## src/hw/rtl/brf_pkg.sv

```systemverilog
// Shared types, constants and helper functions for the circular byte FIFO.
// No dependencies; every other file in this folder imports it.
package brf_pkg;

  // Store geometry and burst limit.
  localparam int DEPTH      = 1024;
  localparam int READ_BURST = 64;
  localparam int AW         = $clog2(DEPTH);           // store address width
  localparam int CW         = 11;                      // count and level width
  localparam int BW         = $clog2(READ_BURST + 1);  // burst counter width

  localparam logic [CW-1:0] DEPTH_C = CW'(DEPTH);
  localparam logic [CW-1:0] BURST_C = CW'(READ_BURST);

  // Request opcodes.
  typedef enum logic [2:0] {
    CMD_WRITE   = 3'd0,
    CMD_READ    = 3'd1,
    CMD_DISCARD = 3'd2,
    CMD_REWIND  = 3'd3,
    CMD_DROP    = 3'd4,
    CMD_FLUSH   = 3'd5,
    CMD_SEARCH  = 3'd6
  } cmd_t;

  // Controller states.
  typedef enum logic [1:0] {
    ST_IDLE,
    ST_READ,
    ST_SEARCH
  } state_t;

  // One request.
  typedef struct packed {
    logic [2:0]    command;
    logic [7:0]    data_byte;
    logic [CW-1:0] count;
  } in_t;

  // One result.
  typedef struct packed {
    logic [7:0]    data_out;
    logic          byte_valid;
    logic          last;
    logic [CW-1:0] amount;
    logic          found;
    logic [CW-1:0] fill_level;
    logic          is_empty;
    logic          is_full;
  } out_t;

  // Commands from the controller to the datapath.
  typedef struct packed {
    logic load;       // request taken this cycle
    logic rd_issue;   // read one byte of a burst
    logic sr_issue;   // fetch the next byte of a search
    logic sr_report;  // search finished, emit its result
  } ctl_t;

  // Status from the datapath to the controller.
  typedef struct packed {
    logic go_read;    // offered request is a read burst of one byte or more
    logic go_search;  // offered request is a search over a non-empty FIFO
    logic rd_last;    // the burst byte being issued is the final one
    logic sr_done;    // the compared byte ends the search
  } sts_t;

  // Capacity saturated to the range one to DEPTH.
  function automatic logic [CW-1:0] sat_cap(input logic [CW-1:0] v);
    logic [CW-1:0] c;
    c = v;
    if (c == '0) c = CW'(1);
    if (c > DEPTH_C) c = DEPTH_C;
    return c;
  endfunction

  // Advance a position by one, wrapping at the capacity.
  function automatic logic [AW-1:0] bump(input logic [AW-1:0] pos,
                                         input logic [CW-1:0] cap);
    logic [CW-1:0] p1;
    p1 = CW'(pos) + CW'(1);
    return (p1 >= cap) ? '0 : p1[AW-1:0];
  endfunction

endpackage

```

## src/hw/rtl/brf_ctrl.sv

```systemverilog
// Controller state machine for the circular byte FIFO.
// Depends on brf_pkg; drives the datapath through ctl_t and watches sts_t.
module brf_ctrl
  import brf_pkg::*;
(
  input  logic   clk,
  input  logic   rst_n,
  input  logic   start,
  output logic   busy,
  input  sts_t   sts,
  output ctl_t   ctl
);

  state_t state_r, state_nxt;

  // State register.
  always_ff @(posedge clk) begin
    if (!rst_n) begin
      state_r <= ST_IDLE;
    end else begin
      state_r <= state_nxt;
    end
  end

  // Next state: bursts and searches hold the controller, all else leaves it idle.
  always_comb begin
    state_nxt = state_r;
    case (state_r)
      ST_IDLE: begin
        if (start && sts.go_read) begin
          state_nxt = ST_READ;
        end else if (start && sts.go_search) begin
          state_nxt = ST_SEARCH;
        end
      end
      ST_READ: begin
        if (sts.rd_last) state_nxt = ST_IDLE;
      end
      ST_SEARCH: begin
        if (sts.sr_done) state_nxt = ST_IDLE;
      end
      default: state_nxt = ST_IDLE;
    endcase
  end

  // Outputs.
  always_comb begin
    ctl  = '0;
    busy = 1'b1;
    case (state_r)
      ST_IDLE: begin
        busy     = 1'b0;
        ctl.load = start;
      end
      ST_READ: begin
        ctl.rd_issue = 1'b1;
      end
      ST_SEARCH: begin
        ctl.sr_report = sts.sr_done;
        ctl.sr_issue  = !sts.sr_done;
      end
      default: busy = 1'b1;
    endcase
  end

  // A burst or search is only entered from idle on a taken request.
  a_enter_from_idle: assert property (@(posedge clk) disable iff (!rst_n)
    (state_r == ST_IDLE && state_nxt != ST_IDLE) |-> start)
    else $error("busy state entered without a request");

  // Only one datapath command is raised in a cycle.
  a_one_cmd: assert property (@(posedge clk) disable iff (!rst_n)
    $onehot0({ctl.load, ctl.rd_issue, ctl.sr_issue, ctl.sr_report}))
    else $error("conflicting datapath commands");

  // A request is never taken while busy.
  a_no_load_busy: assert property (@(posedge clk) disable iff (!rst_n)
    busy |-> !ctl.load)
    else $error("request taken while busy");

endmodule

```

## config.mk

```make
export PLATFORM = sky130hd
export DESIGN_NAME = brf_ctrl
export DESIGN_NICKNAME = d
export VERILOG_FILES = /design/src/hw/rtl/brf_pkg.sv /design/src/hw/rtl/brf_ctrl.sv
export SDC_FILE = /design/constraint.sdc
export NUM_CORES = 1
export LEC_CHECK = 0
export ABC_AREA = 0
export BUFFER_PORTS_ARGS = -buffer_cell sky130_fd_sc_hd__buf_2
export CORE_AREA = 4 4 41 43
export DETAILED_ROUTE_END_ITERATION = 8
export DIE_AREA = 0 0 45 47
export PLACE_DENSITY = 0.32
export SLEW_MARGIN = 20
export SYNTH_ARGS = -nofsm -noshare
export SYNTH_HDL_FRONTEND = slang
export SYNTH_SLANG_ARGS = --single-unit
```

## constraint.sdc

```tcl
create_clock -name clk -period 1.2 [get_ports clk]
set_input_delay 0.3 -clock clk [delete_from_list [all_inputs] [get_ports clk]]
set_output_delay 0.3 -clock clk [all_outputs]
set_load 0.01 [all_outputs]
```

==> flow_summary.ini, run 1 <==
[placement]
post-place-cells = 42
port-buffer-count = 11
globalplace.congestion = 0.706

[worst_setup_path]
crit_buf_inv = 1
arrival_ns = 0.98
r2r_cells = 3
path_cells = or2_4, nor2_2, buf_2
worstSetupStartpointType = register
crit_fanout = 6
timing.rr.end = state_r[1]
timing.rr.start = state_r[1]
max_stage_delay_ns = 0.32
cp_slowest_cell = dfxtp_2
required_ns = 0.90
critPathKind = register to output pin
path_delay_family = flip-flops
end_kind = output pin
r2r_slack_ns = 0.40

[logic_synthesis]
synth-seq-cells = 2
yosysUniqueCellTypes = 11
synth_top_area_frac = 0.288
synth_area_um2 = 139
ys_warn_count = 0
synth.area.top_cells = dfxtp_1 29%, nand2b_1 18%, nand4bb_1 8.1%, a21oi_1 7.2%, and3b_2 7.2%
syn_area_per_cell_um2 = 8.68
syn_nets = 23
yosys.area.top_type = dfxtp_1
ys_seq_area_frac = 0.288
netlist_instances = 16

[timing]
period_share = 1.07
rsz0062_at_grt = yes
worst_slack_ns = -0.0823
max_slew_margin = 0.925
setup_violations = 4
period_minus_slack_ns = 1.28
max_clock_freq_mhz = 780
hold_viol = 0
tns_ns = -0.144
fin_skew_ns = 0.00314
finalMaxSlewViolations = 0
worst_pin_slew_ns = 0.113

[routing]
ant_nets = 0
drt_wl_total_um = 394
drc = 0
first_pass_iters = 3
first_iter_violations = 4
wl_per_cell_um = 8.57
via_count = 160
routed_via_density = 3.48

[cells_and_area]
reg_top3 = state_r x2
final_cell_mix = 10 x buf_2, 4 x nand2b_1, 3 x clkbuf_4
layout-drive-gt1-share = 0.710
nFillCells = 153
largest_reg_flops = 2
final_nets = 40
largest-register = state_r
fin_cells = 46
area_delta_synth_final_pct = 84.7
multi_input_area_um2 = 100
regArea_um2 = 42.5
antennaDiodeCount = 0
layout_commonest_cell = buf_2

[run_status]
status = finished with violations
violations = negative setup slack

[cts]
cts_tree = yes
cts_buffer_depth = 2
ctsHoldBuffers = 0
insertion_delay_ns = 0.22
clock_sinks = 2
clkSlewWorstSetupHoldPaths_ns = 0.03
numCtsBuffers = 3
clockRootBuffer = clkbuf_4
ctsHtreeMaxLevel = 1

[die]
rows = 13
fp.dieArea_um2 = 2120
dieWidth_um = 45
core_um2 = 1300
io-pin-count = 12
die_height_um = 47
start_util = 0.107

[global_routing]
overflow = 0
first_global_vias = 176
grt_max_degree = 8
grt_use_total = 0.0520
grt_first_pass_wirelength_um = 745
antenna_found_initial = 0

[run]
maxCapViolCount = 0

[power]
p_leak_nw = 0.128
vdd_drop_max_uv = 480
power_density_nw_per_um2 = 1060

[hold_path]
min-delay-start = rst_n
holdPathStages = 3
min_delay_worst_endpoint = state_r[1]
hp-class = input port to register
how the worst max path moves through the flow:
stage,startpoint,to,depth (start not counted)
after floorplan,state_r[1],ctl[3],2
after global placement,state_r[1],ctl[3],3
after detailed placement,state_r[1],ctl[3],3
after CTS,state_r[1],ctl[3],3
after global routing,state_r[1],ctl[3],3
final,state_r[1],ctl[3],3
cells by family after synthesis:
logic type | count (synthesis) | share of synthesized area
simple gates | 11 | 0.613
flops | 2 | 0.288
compound gates | 2 | 0.0721
buf+inv | 1 | 0.0270
routing by layer:
layer / part of all wire / track usage / vias to the layer above
li1: - / - / 86
met3: 0.17 / 0.0498 / 0
met2: 0.25 / 0.0734 / 12
met5: 0 / 0 / -
met4: 0 / 0.0175 / 0
met1: 0.58 / 0.0542 / 62
metrics by stage:
stage                     utilization  hold WS, ns  power (mW)  setup slack, ns  area [um^2]
after floorplan                     -        0.430      0.0998            0.186          139
after global placement          0.163        0.510       0.122            0.133          213
after global routing            0.197        0.311       0.311           -0.130          256
after detailed placement        0.163        0.524       0.123            0.118          213
after CTS                       0.197        0.316       0.282          -0.0990          256
final                           0.197        0.322       0.272          -0.0823          256
tightest hold or removal path, stage by stage:
cell and delay (ns):
buf_2 0.11, nand2b_1 0.06, a21oi_1 0.03
synth_stat cells:
cell type  count
nand3b_1       1
nor2_2         1
inv_1          1
or2_4          1
nand4bb_1      1
and2b_2        1
nand2b_1       4
and3b_2        1
nor3b_1        1
a21oi_1        2
dfxtp_1        2
timing repair:
action | in CTS | in global routing
resized for setup | 4 | 0
buffers inserted | 1 | 0
endpoints found under the setup margin | 5 | 5
hold endpoints to repair | 0 | 0
final cells by class:
| class | instances | share of cell area |
|---|---|---|
| Inverter | 1 | 0.0146 |
| Clock buffer | 3 | 0.0878 |
| Multi-Input combinational cell | 13 | 0.390 |
| Sequential cell | 2 | 0.166 |
| Timing Repair Buffer | 12 | 0.268 |
| Tap cell | 15 | 0.0732 |
where the power goes:
part	total, mW	internal (mW)	switching, mW
Clock	0.145	0.110	0.0352
Sequential	0.0753	0.0710	0.00431
Combinational	0.0519	0.0308	0.0211
Total	0.272	0.212	0.0606
Note: power is estimated with default switching activity, not from simulation.
==> inputs of run 2 (changes only) <==
ABC_AREA = 1   (was 0)
CORE_AREA = 2 2 39 41   (was 4 4 41 43)
DIE_AREA = 0 0 41 43   (was 0 0 45 47)
PLACE_DENSITY = 0.33   (was 0.32)
==> run 2 against run 1 <==
Against the previous run: the run still ends with negative setup slack left; routed wire length is 1.5% higher; first-iteration DRC count is 50% lower; via count is 31% higher; setup slack better by 0.075 ns; hold slack worse by 0.0080 ns; clock skew is 0.00095 ns higher; count of clock-buffer cells in the layout stayed put; combinational power is 100% higher; maximum frequency is 6.2% higher; clock power hardly changed; largest power group unchanged.
==> flow_summary.ini, run 2 <==
[run_status]
violations = negative setup slack
status = finished with violations

[worst_setup_path]
worstSetupStartpointType = register
required_ns = 0.90
max_stage_delay_ns = 0.35
crit_fanout = 4
crit_buf_inv = 2
cp_slowest_cell = dfxtp_4
path_cells = nor2_4, inv_2, nor2_2, buf_2
critPathKind = register to output pin
path_delay_family = flip-flops
arrival_ns = 0.91
end_kind = output pin

[placement]
port-buffer-count = 11
hpwl_um = 316
globalplace.congestion = 0.652
post_dp_cell_area_um2 = 230

[cts]
ctsHtreeMaxLevel = 1
numCtsBuffers = 3
cts_tree = yes
cts_buffer_depth = 2
clock_sinks = 2
clkSlewWorstSetupHoldPaths_ns = 0.03
clockRootBuffer = clkbuf_4
insertion_delay_ns = 0.22
ctsHoldBuffers = 0

[timing]
fin_skew_ns = 0.00409
worst_pin_slew_ns = 0.105
finalMaxSlewViolations = 0
worst_slack_ns = -0.00709
max_slew_margin = 0.930
tns_ns = -0.00709
hold_viol = 0
period_minus_slack_ns = 1.21
period_share = 1.01
max_clock_freq_mhz = 828
setup_violations = 1
hold_slack_ns = 0.314
rsz0062_at_grt = yes

[logic_synthesis]
synth_top_area_frac = 0.271
syn_area_per_cell_um2 = 5.91
netlist_instances = 25
synth-edff-count = 0
ys_seq_area_frac = 0.271
async_reset_ff_frac = 0
ys.flop_type = dfxtp_1
synth_area_um2 = 148
yosysUniqueCellTypes = 9
synth-seq-cells = 2
synth.area.top_cells = dfxtp_1 27%, inv_1 18%, nand3_1 14%, nand2_1 13%, nor2_2 8.5%
syn_nets = 32
ys_warn_count = 0
post-synth-top-count-cell = inv_1
synthTopCellsByCount = 7 x inv_1, 5 x nand2_1, 4 x nand3_1
yosys.area.top_type = dfxtp_1

[cells_and_area]
design_area_um2 = 293
final_nets = 51
reg_top3 = state_r x2
largest-register = state_r
antennaDiodeCount = 0
layout-drive-gt1-share = 0.667
layout_commonest_cell = buf_2
largest_reg_flops = 2
final_cell_mix = 11 x buf_2, 5 x nand2_1, 4 x inv_1
area_delta_synth_final_pct = 98.3

[routing]
via_count = 210
wl_met3_um = 40
wl_per_cell_um = 6.90
first_iter_violations = 2
drt_wl_total_um = 400
first_pass_iters = 2
drt-met1-wl_um = 200
wl_met2_um = 160
top_layer = met3
ant_nets = 0
drc = 0
routed_via_density = 3.62

[die]
dieWidth_um = 41
die_height_um = 43
start_util = 0.107
fp.dieArea_um2 = 1760
core_um2 = 1380
rows = 14
io-pin-count = 12

[global_routing]
first_global_vias = 183
overflow = 0
grt_max_degree = 5
grt_first_pass_wirelength_um = 696
antenna_found_initial = 0
grt_use_total = 0.0611

[power]
vdd_drop_max_uv = 649
p_leak_nw = 0.171
power.total_uw = 335
power_density_nw_per_um2 = 1150

[hold_path]
hp-class = input port to register

[run]
maxCapViolCount = 0
-- run 2: cell count changes in the layout (fill, tap and decap cells not counted), moves of 3 or more --
cell      delta
inv_1        +3
nand2b_1     -4
inv_2        +3
nand2_1      +5
nand3_1      +3
-- run 2: path summary, 6_finish.rpt --
check | cells past startpoint | to | from | slack (ns)
max | 4 | ctl[3] | state_r[1] | -0.007
min | 3 | state_r[1] | rst_n | 0.31
max reg2reg | 7 | state_r[1] | state_r[0] | 0.22
min reg2reg | 2 | state_r[0] | state_r[0] | 0.56
-- run 2: per-layer routing --
| layer | GRT usage | up-vias |
|---|---|---|
| met5 | 0 | - |
| met2 | 0.0750 | 6 |
| met1 | 0.0799 | 93 |
| met4 | 0 | 0 |
| li1 | - | 111 |
| met3 | 0.0628 | 0 |
-- run 2: power breakdown --
part / internal, mW / total (mW) / switching, mW
Combinational: 0.0543 / 0.105 / 0.0507
Clock: 0.110 / 0.145 / 0.0347
Sequential: 0.0737 / 0.0855 / 0.0118
-- run 2: stage by stage --
step | util | std cells | setup slack, ns
floorplan | - | 25 | 0.165
global placement | 0.166 | 53 | 0.128
detailed placement | 0.166 | 53 | 0.131
CTS | 0.201 | 57 | -0.0310
global route | 0.212 | 58 | -0.0839
finish | 0.212 | 58 | -0.00709
-- run 2: timing repair --
action	in CTS	in global routing
pin swaps	2	1
hold endpoints to repair	0	0
setup buffers	1	1
gates resized for setup	8	3
setup endpoints to repair	4	5
-- run 2: cells by family after synthesis --
group	after synthesis	synth area share
flops	2	0.271
compound gates	1	0.0509
simple gates	15	0.500
buf+inv	7	0.178
-- run 2: cell type report --
cell class              count  area (um^2)
clock buffers               3         22.5
multi-input cells          16         98.8
inverters                   7         26.3
well taps                  16         20.0
flip-flops and latches      2         47.5
repair buffers             14         77.6
fillers                   166         1090
-- run 2: worst register-to-register path, cell delays in order, from the launching register on --
cell and delay [ns]:
dfxtp_4 0.38, nor2_4 0.04, buf_4 0.12, buf_4 0.13, nand2_1 0.05, nand3_1 0.07, nand2_1 0.07, nor2_2 0.03
==> inputs of run 3 (changes only) <==
CORE_AREA = 10 10 47 49   (was 2 2 39 41)
DIE_AREA = 0 0 57 59   (was 0 0 41 43)
==> run 3 against run 2 <==
Against the previous run: the run still ends with negative setup slack left; global-route usage decreased by 3.0 points; cell area decreased by 5.6%; flip-flop and latch count unchanged; die area increased by 91%; combinational power decreased by 8%; clock power about the same; utilization decreased by 1.4 points; critical endpoint is now ctl[0]; largest power group unchanged.
==> flow_summary.ini, run 3 (same netlist as run 2, synthesis figures left out) <==
[cells_and_area]
largest_reg_flops = 2
layout-drive-gt1-share = 0.600
layout_commonest_cell = buf_2
design_area_um2 = 277
final_nets = 49
antennaDiodeCount = 0
fin_util = 0.197
final_cell_mix = 10 x buf_2, 5 x nand2_1, 4 x inv_1
largest-register = state_r
area_delta_synth_final_pct = 87.3
reg_top3 = state_r x2

[routing]
wl_met3_um = 71
drc = 0
first_pass_iters = 2
wl_per_cell_um = 8.43
wl_met2_um = 225
via_count = 193
top_layer = met3
first_iter_violations = 8
routed_via_density = 3.45
ant_nets = 0
drt-met1-wl_um = 175
drt_wl_total_um = 472

[cts]
cts_buffer_depth = 2
clock_sinks = 2
insertion_delay_ns = 0.22
numCtsBuffers = 3
cts_setup_buffers = 0
cts_tree = yes
clkSlewWorstSetupHoldPaths_ns = 0.03
clockRootBuffer = clkbuf_4
ctsHtreeMaxLevel = 1

[timing]
fin_skew_ns = 0.000289
worst_slack_ns = -0.0299
period_minus_slack_ns = 1.23
max_slew_margin = 0.900
worst_pin_slew_ns = 0.149
finalMaxSlewViolations = 0
rsz0062_at_grt = yes
setup_violations = 2
hold_viol = 0
max_clock_freq_mhz = 813
period_share = 1.02

[worst_setup_path]
required_ns = 0.90
crit_fanout = 4
r2r_slack_ns = 0.31
arrival_ns = 0.93
worstSetupStartpointType = register
critPathKind = register to output pin
end_kind = output pin

[global_routing]
first_global_vias = 179
grt_first_pass_wirelength_um = 759
antenna_found_initial = 0
grt_max_degree = 5
overflow = 0
grt_use_total = 0.0315

[die]
dieWidth_um = 57
core_um2 = 1400
io-pin-count = 12
start_util = 0.105
rows = 14
die_height_um = 59
fp.dieArea_um2 = 3360

[hold_path]
hp-class = input port to register

[run]
maxCapViolCount = 0

[placement]
hpwl_um = 416
port-buffer-count = 11
globalplace.congestion = 0.680
post_dp_cell_area_um2 = 230

[run_status]
violations = negative setup slack
status = finished with violations

[power]
power_density_nw_per_um2 = 1170
p_leak_nw = 0.158
vdd_drop_max_uv = 357
==> run 3: critical path: stages (launching register included) <==
cell and delay [ns]:
dfxtp_4 0.36, inv_1 0.06, nor3_1 0.13, buf_2 0.16
==> run 3: worst paths after layout <==
check | depth (start not counted) | end | startpoint
setup / recovery | 3 | ctl[0] | state_r[1]
hold reg to reg | 2 | state_r[0] | state_r[0]
hold / removal | 3 | state_r[1] | rst_n
setup reg to reg | 6 | state_r[1] | state_r[1]
==> run 3: cell type report <==
type / instances / area (um^2)
clock buffer: 3 / 22.5
fill: 177 / 1120
inverter: 7 / 26.3
multi-input combinational: 16 / 91.3
sequential: 2 / 47.5
tap: 16 / 20.0
timing repair buffer: 12 / 68.8
==> run 3: per-stage QoR <==
step | TNS [ns] | cells | hold WS [ns] | setup slack, ns | total power [mW]
after floorplan | 0 | 25 | 0.435 | 0.165 | 0.130
after global placement | 0 | 53 | 0.548 | 0.129 | 0.173
after detailed placement | 0 | 53 | 0.540 | 0.135 | 0.172
after CTS | -0.0829 | 56 | 0.308 | -0.0502 | 0.328
after global routing | -0.236 | 56 | 0.319 | -0.0977 | 0.372
final | -0.0508 | 56 | 0.312 | -0.0299 | 0.324
==> run 3: repair_timing <==
item	4_1_cts	5_1_grt
endpoints found under the setup margin	4	5
hold buffers	0	0
resized for setup	2	8
pin swaps	1	1
==> run 3: layer usage <==
metal / GRT usage / up-vias
li1: - / 106
met1: 0.0249 / 81
met2: 0.0388 / 6
met3: 0.0451 / 0
met4: 0.0201 / 0
met5: 0 / -
==> run 3: power breakdown <==
group          leakage (nW)  total, mW  switching [mW]  internal [mW]
clock network        0.0138      0.144          0.0340          0.110
logic                 0.126     0.0962          0.0488         0.0475
registers            0.0178     0.0841          0.0104         0.0736
